`config.mk`:
```
export PLATFORM = sky130hd
export DESIGN_NAME = utf8_text_detector
export DESIGN_NICKNAME = d
export VERILOG_FILES = /design/src/rtl/core/utf8td_pkg.sv /design/src/rtl/core/utf8td_in_stage.sv /design/src/rtl/core/utf8td_core.sv /design/src/rtl/core/utf8td_out_stage.sv /design/src/rtl/core/utf8_text_detector.sv
export SDC_FILE = /design/constraint.sdc
export NUM_CORES = 1
export LEC_CHECK = 0
export CORE_ASPECT_RATIO = 0.8
export CORE_UTILIZATION = 46
export DETAILED_ROUTE_END_ITERATION = 6
export DONT_BUFFER_PORTS = 1
export MAX_ROUTING_LAYER = met4
export SYNTH_ARGS = -nofsm -noshare
export SYNTH_HDL_FRONTEND = slang
export SYNTH_SLANG_ARGS = --single-unit
```
`constraint.sdc`:
```
create_clock -name clk -period 5.54 [get_ports clk]
set_clock_uncertainty 0.2 [all_clocks]
set_input_delay 0.831 -clock clk [delete_from_list [all_inputs] [get_ports clk]]
set_output_delay 0.831 -clock clk [all_outputs]
set_load 0.01 [all_outputs]
```
`src/rtl/core/utf8td_pkg.sv`:
```
// ----------------------------------------------------------------------------
// utf8td_pkg
// Shared types and byte constants for the UTF-8 text detector.
// ----------------------------------------------------------------------------
package utf8td_pkg;

  typedef struct packed {
    logic [7:0] data_byte;
    logic       last;
  } item_t;

  localparam logic [7:0] BOM16_B0   = 8'hFF;
  localparam logic [7:0] BOM16_B1   = 8'hFE;
  localparam logic [7:0] BOM8_B0    = 8'hEF;
  localparam logic [7:0] BOM8_B1    = 8'hBB;
  localparam logic [7:0] BOM8_B2    = 8'hBF;
  localparam logic [7:0] BAD_C0     = 8'hC0;
  localparam logic [7:0] BAD_C1     = 8'hC1;
  localparam logic [7:0] BAD_MIN    = 8'hF5;
  localparam logic [7:0] LEAD2_MASK = 8'hE0;
  localparam logic [7:0] LEAD2_VAL  = 8'hC0;
  localparam logic [7:0] LEAD3_MASK = 8'hF0;
  localparam logic [7:0] LEAD3_VAL  = 8'hE0;
  localparam logic [7:0] LEAD4_MASK = 8'hF8;
  localparam logic [7:0] LEAD4_VAL  = 8'hF0;
  localparam logic [7:0] CONT_MASK  = 8'hC0;
  localparam logic [7:0] CONT_VAL   = 8'h80;

  localparam logic [2:0] COUNT_MAX  = 3'd4;

endpackage

```
`src/rtl/core/utf8td_in_stage.sv`:
```
// ----------------------------------------------------------------------------
// utf8td_in_stage
// Input register: holds one byte transfer until the scan logic takes it.
// ----------------------------------------------------------------------------
module utf8td_in_stage (
  input  logic               clk,
  input  logic               rst,
  input  logic               in_valid,
  output logic               in_stall,
  input  logic [7:0]         data_byte,
  input  logic               last,
  input  logic               take,
  output logic               vld,
  output utf8td_pkg::item_t  item
);
  import utf8td_pkg::*;

  logic load;

  assign in_stall = vld && !take;
  assign load     = in_valid && !in_stall;

  always_ff @(posedge clk) begin
    if (rst) begin
      vld <= 1'b0;
    end else if (load) begin
      vld <= 1'b1;
    end else if (take) begin
      vld <= 1'b0;
    end
  end

  always_ff @(posedge clk) begin
    if (load) begin
      item.data_byte <= data_byte;
      item.last      <= last;
    end
  end

endmodule

```
`src/rtl/core/utf8td_core.sv`:
```
// ----------------------------------------------------------------------------
// utf8td_core
// Per-buffer scan state and the verdict logic for the final byte.
// ----------------------------------------------------------------------------
module utf8td_core (
  input  logic               clk,
  input  logic               rst,
  input  logic               take,
  input  utf8td_pkg::item_t  item,
  output logic               verdict
);
  import utf8td_pkg::*;

  logic [2:0] byte_count, byte_count_next;
  logic       index_parity;
  logic [7:0] recent_bytes [3];
  logic [7:0] leading_bytes [3];
  logic [7:0] leading_bytes_next [3];
  logic       zero_word_found, zero_word_found_next;
  logic       illegal_found, illegal_found_next;
  logic       sequence_error, sequence_error_next;
  logic       multibyte_seen, multibyte_seen_next;
  logic [1:0] skip_count, skip_count_next;

  logic [7:0] b;
  logic       is2, is3, is4, seq_ok;
  logic       cont1, cont0, contb;

  assign b     = item.data_byte;
  assign cont1 = (recent_bytes[1] & CONT_MASK) == CONT_VAL;
  assign cont0 = (recent_bytes[0] & CONT_MASK) == CONT_VAL;
  assign contb = (b & CONT_MASK) == CONT_VAL;
  assign is2   = (recent_bytes[2] & LEAD2_MASK) == LEAD2_VAL;
  assign is3   = (recent_bytes[2] & LEAD3_MASK) == LEAD3_VAL;
  assign is4   = (recent_bytes[2] & LEAD4_MASK) == LEAD4_VAL;
  assign seq_ok = cont1 && (!(is3 || is4) || cont0) && (!is4 || contb);

  always_comb begin
    zero_word_found_next = zero_word_found ||
                           (!index_parity && (byte_count >= 3'd2) &&
                            (recent_bytes[0] == 8'h00) && (recent_bytes[1] == 8'h00));
    illegal_found_next   = illegal_found ||
                           (b == BAD_C0) || (b == BAD_C1) || (b >= BAD_MIN);
    leading_bytes_next   = leading_bytes;
    sequence_error_next  = sequence_error;
    multibyte_seen_next  = multibyte_seen;
    skip_count_next      = skip_count;

    if (byte_count < 3'd3) begin
      leading_bytes_next[byte_count[1:0]] = b;
    end else if (skip_count != 2'd0) begin
      skip_count_next = skip_count - 2'd1;
    end else if (is2 || is3 || is4) begin
      // window lead is a multibyte lead: judge its continuation bytes
      if (seq_ok) begin
        multibyte_seen_next = 1'b1;
      end else begin
        sequence_error_next = 1'b1;
      end
      skip_count_next = is2 ? 2'd1 : (is3 ? 2'd2 : 2'd3);
    end

    byte_count_next = (byte_count == COUNT_MAX) ? COUNT_MAX : byte_count + 3'd1;
  end

  always_comb begin
    if (byte_count == 3'd0) begin
      verdict = 1'b1;
    end else if (zero_word_found_next) begin
      verdict = 1'b0;
    end else if (leading_bytes_next[0] == BOM16_B0 && leading_bytes_next[1] == BOM16_B1) begin
      verdict = 1'b0;
    end else if (byte_count == 3'd1) begin
      verdict = 1'b0;
    end else if (leading_bytes_next[0] == BOM8_B0 && leading_bytes_next[1] == BOM8_B1 &&
                 leading_bytes_next[2] == BOM8_B2) begin
      verdict = 1'b1;
    end else if (illegal_found_next || sequence_error_next) begin
      verdict = 1'b0;
    end else begin
      verdict = multibyte_seen_next;
    end
  end

  always_ff @(posedge clk) begin
    if (rst || (take && item.last)) begin
      byte_count      <= 3'd0;
      index_parity    <= 1'b0;
      recent_bytes    <= '{default: 8'h00};
      leading_bytes   <= '{default: 8'h00};
      zero_word_found <= 1'b0;
      illegal_found   <= 1'b0;
      sequence_error  <= 1'b0;
      multibyte_seen  <= 1'b0;
      skip_count      <= 2'd0;
    end else if (take) begin
      byte_count      <= byte_count_next;
      index_parity    <= !index_parity;
      recent_bytes[2] <= recent_bytes[1];
      recent_bytes[1] <= recent_bytes[0];
      recent_bytes[0] <= b;
      leading_bytes   <= leading_bytes_next;
      zero_word_found <= zero_word_found_next;
      illegal_found   <= illegal_found_next;
      sequence_error  <= sequence_error_next;
      multibyte_seen  <= multibyte_seen_next;
      skip_count      <= skip_count_next;
    end
  end

endmodule

```
`src/rtl/core/utf8td_out_stage.sv`:
```
// ----------------------------------------------------------------------------
// utf8td_out_stage
// Result register: holds a verdict until the output transfer completes.
// ----------------------------------------------------------------------------
module utf8td_out_stage (
  input  logic clk,
  input  logic rst,
  input  logic load,
  input  logic verdict,
  output logic room,
  output logic out_valid,
  input  logic out_stall,
  output logic is_utf8
);

  assign room = !out_valid || !out_stall;

  always_ff @(posedge clk) begin
    if (rst) begin
      out_valid <= 1'b0;
    end else if (load) begin
      out_valid <= 1'b1;
    end else if (!out_stall) begin
      out_valid <= 1'b0;
    end
  end

  always_ff @(posedge clk) begin
    if (load) begin
      is_utf8 <= verdict;
    end
  end

endmodule

```
`src/rtl/core/utf8_text_detector.sv`:
```
// The detector takes a buffer one byte per cycle unless in_stall holds it, the final byte
// flagged by last, and gives a single is_utf8 verdict for the whole buffer once the final
// byte has passed the input register and then the result register. Bytes flow back to
// back at one per cycle unless stalled; input stalls only while out_stall holds a finished
// verdict in the result register and the byte in the input register is also a final byte.
// All scan state clears after each verdict, so the next buffer may follow immediately.
// ----------------------------------------------------------------------------
// utf8_text_detector
// Streaming UTF-8 text detector: input register, scan core, result register.
// ----------------------------------------------------------------------------
module utf8_text_detector (
  input  logic       clk,
  input  logic       rst,
  input  logic       in_valid,
  output logic       in_stall,
  input  logic [7:0] data_byte,
  input  logic       last,
  output logic       out_valid,
  input  logic       out_stall,
  output logic       is_utf8
);
  import utf8td_pkg::*;

  logic  vld, take, room, verdict;
  item_t item;

  assign take = vld && (!item.last || room);

  utf8td_in_stage u_in (
    .clk       (clk),
    .rst       (rst),
    .in_valid  (in_valid),
    .in_stall  (in_stall),
    .data_byte (data_byte),
    .last      (last),
    .take      (take),
    .vld       (vld),
    .item      (item)
  );

  utf8td_core u_core (
    .clk     (clk),
    .rst     (rst),
    .take    (take),
    .item    (item),
    .verdict (verdict)
  );

  utf8td_out_stage u_out (
    .clk       (clk),
    .rst       (rst),
    .load      (take && item.last),
    .verdict   (verdict),
    .room      (room),
    .out_valid (out_valid),
    .out_stall (out_stall),
    .is_utf8   (is_utf8)
  );

endmodule

```
==> impl_metrics.toml, run 1 <==
[clocking]
post_cts_buffers = 0
htreeDepth = 3
clock_sinks = 67
clockBufferDepth = 2
clk_latency_ps = 350
ctsHoldBuffers = 0
numCtsBuffers = 9
cts_tree = "yes"
root_buffer = "clkbuf_8"
ctsResizeCount = 0
clk_pin_slew_ps = 70

[global_route]
grt_pass1_vias = 2022
grtUsageTotal_pct = 21.0
grt_max_degree = 56
overflow = 0
grt_antenna_before_repair = 0
grt_pass1_wl_mm = 10.1

[cells_and_area]
diodes = 0
regArea_sq_um = 1440
final_area_sq_um = 3120
nets = 345
area_growth_pct = 8.16
drive_above_1_share_pct = 7.81
multi_input_area_sq_um = 1330
fill_cells = 571

[die]
die_h_um = 72.8
coreArea_sq_um = 5970
die_w_um = 90.5
std_cell_rows = 25
die-area_sq_um = 6590
io_pins = 16
start_util_pct = 48.3

[timing]
finalSetupViolations = 0
fin_ws_ps = 2980
finalSetupTns_ps = 0
fmax_mhz = 391
finalCriticalPeriod_ps = 2560
slew_viol_final = 0
worstMarginPinSlew_ps = 1080
slew_headroom_pct = 28.3
hold_viol_final = 0
fin_hold_ws_ps = 256
rsz0062_at_grt = "no"
fin_crit_sh_pct = 46.2

[place]
post-dp-hpwl_mm = 4.01
pre_cts_slack_ps = 2970
portBuffers = 0
gp_congestion = 0.801
post_dp_cell_area_sq_um = 2900

[synth]
synth_nets = 353
synth_cells = 336
synth_area_leader_cell = "dfxtp_1"
synth_top_cells_by_count = "nand2_1, dfxtp_1, nor2_1, a21oi_1, mux2i_1"
synth-edff-count = 10
post_synth.cell_area_avg_sq_um = 8.58
synth_cell_types = 48
async_reset_ff_share_pct = 0
synth_top_area_share_pct = 39.6
ys_warn_count = 0
syn_area_sq_um = 2880
ys_ff_latch = 67
synth_flop_cell = "dfxtp_1"
synthTopCellsByArea = "dfxtp_1, edfxtp_1, nand2_1"
yosysMostFrequentCell = "nand2_1"
ys_seq_area_share_pct = 50.0

[worst_setup_path]
cp-end-kind = "register"
worstPathMaxFanout = 7
crit_arrival_ps = 2530
crit_type = "register to register"
worstPathRequired_ps = 5510
cp-start-kind = "register"

[route]
drc = 0
drtAntennaViolNets = 0
firstDrtPassIters = 4
drtIter0Drc = 133
vias = 2261
wirelength_mm = 6.18
wl_per_cell_um = 14.9
avgViaCountPerCell = 5.46

[job]
max_cap_violations = 0

[power]
ir_worst_vdd_uv = 169
power.total_w = 0.00102
p_leak_nw = 1.17
powerDensity_nw_per_um2 = 327

[outcome]
status = "finished, final reports clean"

[hold_path]
min_path_type = "register to register"
## sequential cells by signal, summed over array words and instances (netlist names)
signal                  count
u_core.leading_bytes       24
u_core.sequence_error       1
u_in.item                   9
u_out.is_utf8               1
u_core.multibyte_seen       1
u_core.zero_word_found      1
u_core.illegal_found        1
u_in.vld                    1
u_core.index_parity         1
u_out.out_valid             1
u_core.byte_count           3
u_core.skip_count           2
u_core.recent_bytes        21
## final cells by class
class	count	share of cell area, %
repair buffers	1	0.241
multi-input cells	243	42.6
clock inverters	7	2.97
clock buffers	9	3.97
inverters	6	0.722
well taps	81	3.25
flip-flops and latches	67	46.2
## worst max-delay path: stages (launching register included)
cell	delay [ps]
dfxtp_1	470
inv_1	110
ha_1	200
nor2b_4	140
nand2_4	120
nor4bb_1	310
o22ai_1	120
or4_1	490
a22oi_1	210
## cell usage in the layout, fill, tap and decap left out, drive strengths merged, types with 2 or more instances in the layout
| cell | instances |
|---|---|
| clkinvlp | 3 |
| nor4 | 3 |
| bufinv | 2 |
| nand2 | 69 |
| nand2b | 2 |
| edfxtp | 10 |
| clkinv | 2 |
| clkbuf | 9 |
| a21oi | 40 |
| o22ai | 2 |
| o2111ai | 3 |
| nor2b | 3 |
| nand3 | 13 |
| o21ai | 5 |
| o211ai | 2 |
| a211oi | 3 |
| or4 | 4 |
| nand4 | 4 |
| ha | 4 |
| nor2 | 43 |
| nor3 | 6 |
| and4b | 2 |
| dfxtp | 57 |
| inv | 6 |
| mux2i | 16 |
| and2 | 3 |
## report_power, final
part	leakage (nW)	internal (W)	switching, W
clock network	0.101	0.000251	0.000189
logic	0.512	0.0000186	0.0000382
registers	0.558	0.000507	0.0000169
## metal layers
layer	part of all wire [%]	up-vias	GRT usage (%)
met5	0	-	-
met4	1.2	0	7.53
met3	5.6	8	6.98
met2	41	54	29.0
met1	53	1052	28.6
li1	-	1147	-
## metrics by stage
step,util [%],std cells
after floorplan,-,336
after global placement,48.6,398
after detailed placement,48.6,398
after CTS,52.2,414
after global routing,52.2,414
final,52.2,414
## kinds of logic (layout without fill, tap and decap cells)
logic type                 count (synthesis)  in the layout  synth area share [%]
DFF                                       67             67                  50.0
xor gates and xnor gates                   1              1                 0.304
muxes                                     17             17                  5.94
adders and majority gates                  4              4                  1.74
and+or+nand+nor                          157            157                  25.2
AOI/OAI and AO/OA                         64             64                  13.0
buffers and inverters                     26             23                  3.90
## final timing paths
| path | startpoint | endpoint | depth (start not counted) | slack, ps |
|---|---|---|---|---|
| worst min register to register | u_core.leading_bytes[22] | u_core.leading_bytes[22] | 2 | 260 |
| worst max-delay path | u_core.byte_count[1] | u_out.is_utf8 | 8 | 2980 |
| worst min-delay path | u_core.leading_bytes[22] | u_core.leading_bytes[22] | 2 | 260 |
| worst max register to register | u_core.byte_count[1] | u_out.is_utf8 | 8 | 2980 |
(Power assumes the default switching activity.)
==> run 2: changes to the inputs <==
--- a/config.mk
+++ b/config.mk
@@ -5,6 +5,7 @@
 export SDC_FILE = /design/constraint.sdc
 export NUM_CORES = 1
 export LEC_CHECK = 0
+export ABC_AREA = 1
 export CORE_ASPECT_RATIO = 0.8
 export CORE_UTILIZATION = 46
 export DETAILED_ROUTE_END_ITERATION = 6
==> constraint.sdc (replaced) <==
create_clock -name clk -period 2.3 [get_ports clk]
set_clock_uncertainty 0.2 [all_clocks]
set_input_delay 0.345 -clock clk [delete_from_list [all_inputs] [get_ports clk]]
set_output_delay 0.345 -clock clk [all_outputs]
set_load 0.01 [all_outputs]
==> run 2 against run 1 <==
Net effect: synthesized cell count rose by 47%; count of clock-buffer cells in the layout did not move; combinational power rose to 5.1 times the previous value; maximum frequency rose by 22%; routed wire length rose by 29%; die area rose by 15%; core utilization rose by 1.9 points; setup slack got worse by 2800 ps; clock power rose by 130%; global-route usage rose by 2.0 points; critical path type unchanged.
==> impl_metrics.toml, run 2 <==
[cells_and_area]
final_cell_mix = "nand2_1, inv_1, nor2_1, dfxtp_1, a21oi_1"
regArea_sq_um = 1440
nets = 524
fill_cells = 684
largest-register = "u_core.leading_bytes"
drive_above_1_share_pct = 7.62
final_common_cell = "nand2_1"
multi_input_area_sq_um = 1560
diodes = 0
largest_register_ffs = 24
final_area_sq_um = 3750
largest_registers = "u_core.leading_bytes: 24 flops, u_core.recent_bytes: 21 flops, u_in.item: 9 flops"
area_growth_pct = 13.0

[route]
drtIter0Drc = 216
firstDrtPassIters = 4
avgViaCountPerCell = 5.02
drc = 0
wirelength_mm = 7.94
wl_per_cell_um = 13.3
vias = 3004
drtAntennaViolNets = 0

[place]
portBuffers = 0
post_dp_cell_area_sq_um = 3410
post-dp-hpwl_mm = 5.28
gp_congestion = 0.874

[synth]
ys_seq_area_share_pct = 43.5
ys_warn_count = 0
post_synth.cell_area_avg_sq_um = 6.70
ys_ff_latch = 67
async_reset_ff_share_pct = 0
synth_cells = 495
synth-edff-count = 10
synth_area_leader_cell = "dfxtp_1"
synth_top_cells_by_count = "nand2_1, inv_1, nor2_1, dfxtp_1, a21oi_1"
synth_top_area_share_pct = 34.4
yosysMostFrequentCell = "nand2_1"
synthTopCellsByArea = "dfxtp_1, nand2_1, edfxtp_1"
synth_cell_types = 27
synth_flop_cell = "dfxtp_1"
synth_nets = 512
syn_area_sq_um = 3320

[die]
die_w_um = 96.9
die_h_um = 77.9
die-area_sq_um = 7550
coreArea_sq_um = 6930
start_util_pct = 47.9
std_cell_rows = 27
io_pins = 16

[hold_path]
min_from = "out_stall"
min_path_type = "primary input to register"
hold_depth = 4
hold_path_end = "u_out.out_valid"

[worst_setup_path]
r2r_start = "u_core.byte_count[0]"
r2r-end = "u_out.is_utf8"
worstPathMaxFanout = 8
crit_arrival_ps = 2010
rr_worst_depth = 13
cp-start-kind = "register"
worstPathRequired_ps = 2210
crit_type = "register to register"
reg2reg_setup_slack_ps = 200
cp-end-kind = "register"

[timing]
fin_hold_ws_ps = 60.3
slew_viol_final = 0
finalCriticalPeriod_ps = 2100
worstMarginPinSlew_ps = 551
fmax_mhz = 475
fin_crit_sh_pct = 91.5
slew_headroom_pct = 63.2
rsz0062_at_grt = "no"
finalSetupTns_ps = 0
hold_viol_final = 0
finalSetupViolations = 0

[outcome]
status = "finished, final reports clean"

[clocking]
htreeDepth = 3
cts_tree = "yes"
numCtsBuffers = 9
root_buffer = "clkbuf_8"
clockBufferDepth = 2
clk_latency_ps = 350
clock_sinks = 67
clk_pin_slew_ps = 80
post_cts_buffers = 0

[global_route]
grt_pass1_vias = 2737
grt_max_degree = 62
overflow = 0
grt_antenna_before_repair = 0
grt_pass1_wl_mm = 13.2
grtUsageTotal_pct = 23.0

[power]
powerDensity_nw_per_um2 = 687
ir_worst_vdd_uv = 353
p_leak_nw = 1.71
power.total_w = 0.00257

[job]
max_cap_violations = 0
## run 2: cell count changes in the layout (fill, tap and decap cells not counted), moves of 4 or more
| cell | delta |
|---|---|
| nand2_1 | +95 |
| inv_1 | +59 |
| o21ai_0 | +20 |
| nor2_1 | +17 |
| mux2i_1 | -16 |
| dlygate4sd3_1 | +11 |
| nand3_1 | +11 |
| a21oi_1 | -5 |
| buf_4 | +5 |
| o211ai_1 | +5 |
| inv_2 | +4 |
| or4_1 | -4 |
## run 2: routing by layer
layer / GRT usage, % / routed length [um]
met1: 31.4 / 4100
met2: 33.8 / 3450
met3: 6.76 / 361
met4: 4.93 / 31
met5: - / 0
## run 2: logic make-up (layout without fill, tap and decap cells)
| group | Yosys count | in the layout | share of synthesized area [%] |
|---|---|---|---|
| DFF | 67 | 67 | 43.5 |
| AOI/OAI and AO/OA | 76 | 76 | 12.6 |
| and+or+nand+nor | 262 | 262 | 32.3 |
| buffers and inverters | 86 | 103 | 10.2 |
| adders and majority gates | 4 | 4 | 1.51 |
## run 2: worst max-delay path, cell delays in order (launching register included)
cell and delay [ps]:
dfxtp_2 370, inv_2 100, ha_4 160, inv_1 80, nor2_4 200, nand3_1 110
nand2_1 100, nand2_1 50, nor2_1 120, nand2_1 100, nor2_1 110, nor2_1 50
nand2_1 60, nand2_1 50
## run 2: what timing repair did
action,in CTS,in global routing
hold buffers,11,0
endpoints found under the setup margin,0,1
endpoints found under the hold margin,11,0
resized for setup,0,7
## run 2: cell type report
| type | count | share of cell area [%] |
|---|---|---|
| Clock buffer | 9 | 3.31 |
| Multi-Input combinational cell | 342 | 41.7 |
| Sequential cell | 67 | 38.5 |
| Inverter | 69 | 6.91 |
| Clock inverter | 7 | 2.04 |
| Tap cell | 87 | 2.90 |
| Timing Repair Buffer | 18 | 4.67 |
## run 2: report_power, final
part | leakage, nW | total [W] | switching [W] | internal [W]
registers | 0.561 | 0.00128 | 0.0000435 | 0.00124
clock network | 0.0962 | 0.00100 | 0.000495 | 0.000508
logic | 1.05 | 0.000290 | 0.000188 | 0.000101
## run 2: worst max-delay path by stage
stage,start,endpoint,slack (ps),cells after the start
final,u_core.byte_count[0],u_out.is_utf8,200,13
after global routing,u_core.byte_count[1],u_out.is_utf8,6,13
after CTS,u_core.byte_count[0],u_out.is_utf8,10,13
after detailed placement,u_core.byte_count[0],u_out.is_utf8,60,13
after global placement,u_core.byte_count[0],u_out.is_utf8,90,13
after floorplan,u_core.byte_count[0],u_out.is_utf8,310,13
## run 2: per-stage QoR
step | cells | utilization, % | worst slack (ps)
final | 599 | 54.1 | 196
after global routing | 599 | 54.1 | 6.20
after CTS | 599 | 53.7 | 13.8
after detailed placement | 572 | 49.3 | 55.9
after global placement | 572 | 49.3 | 88.2
after floorplan | 495 | - | 314
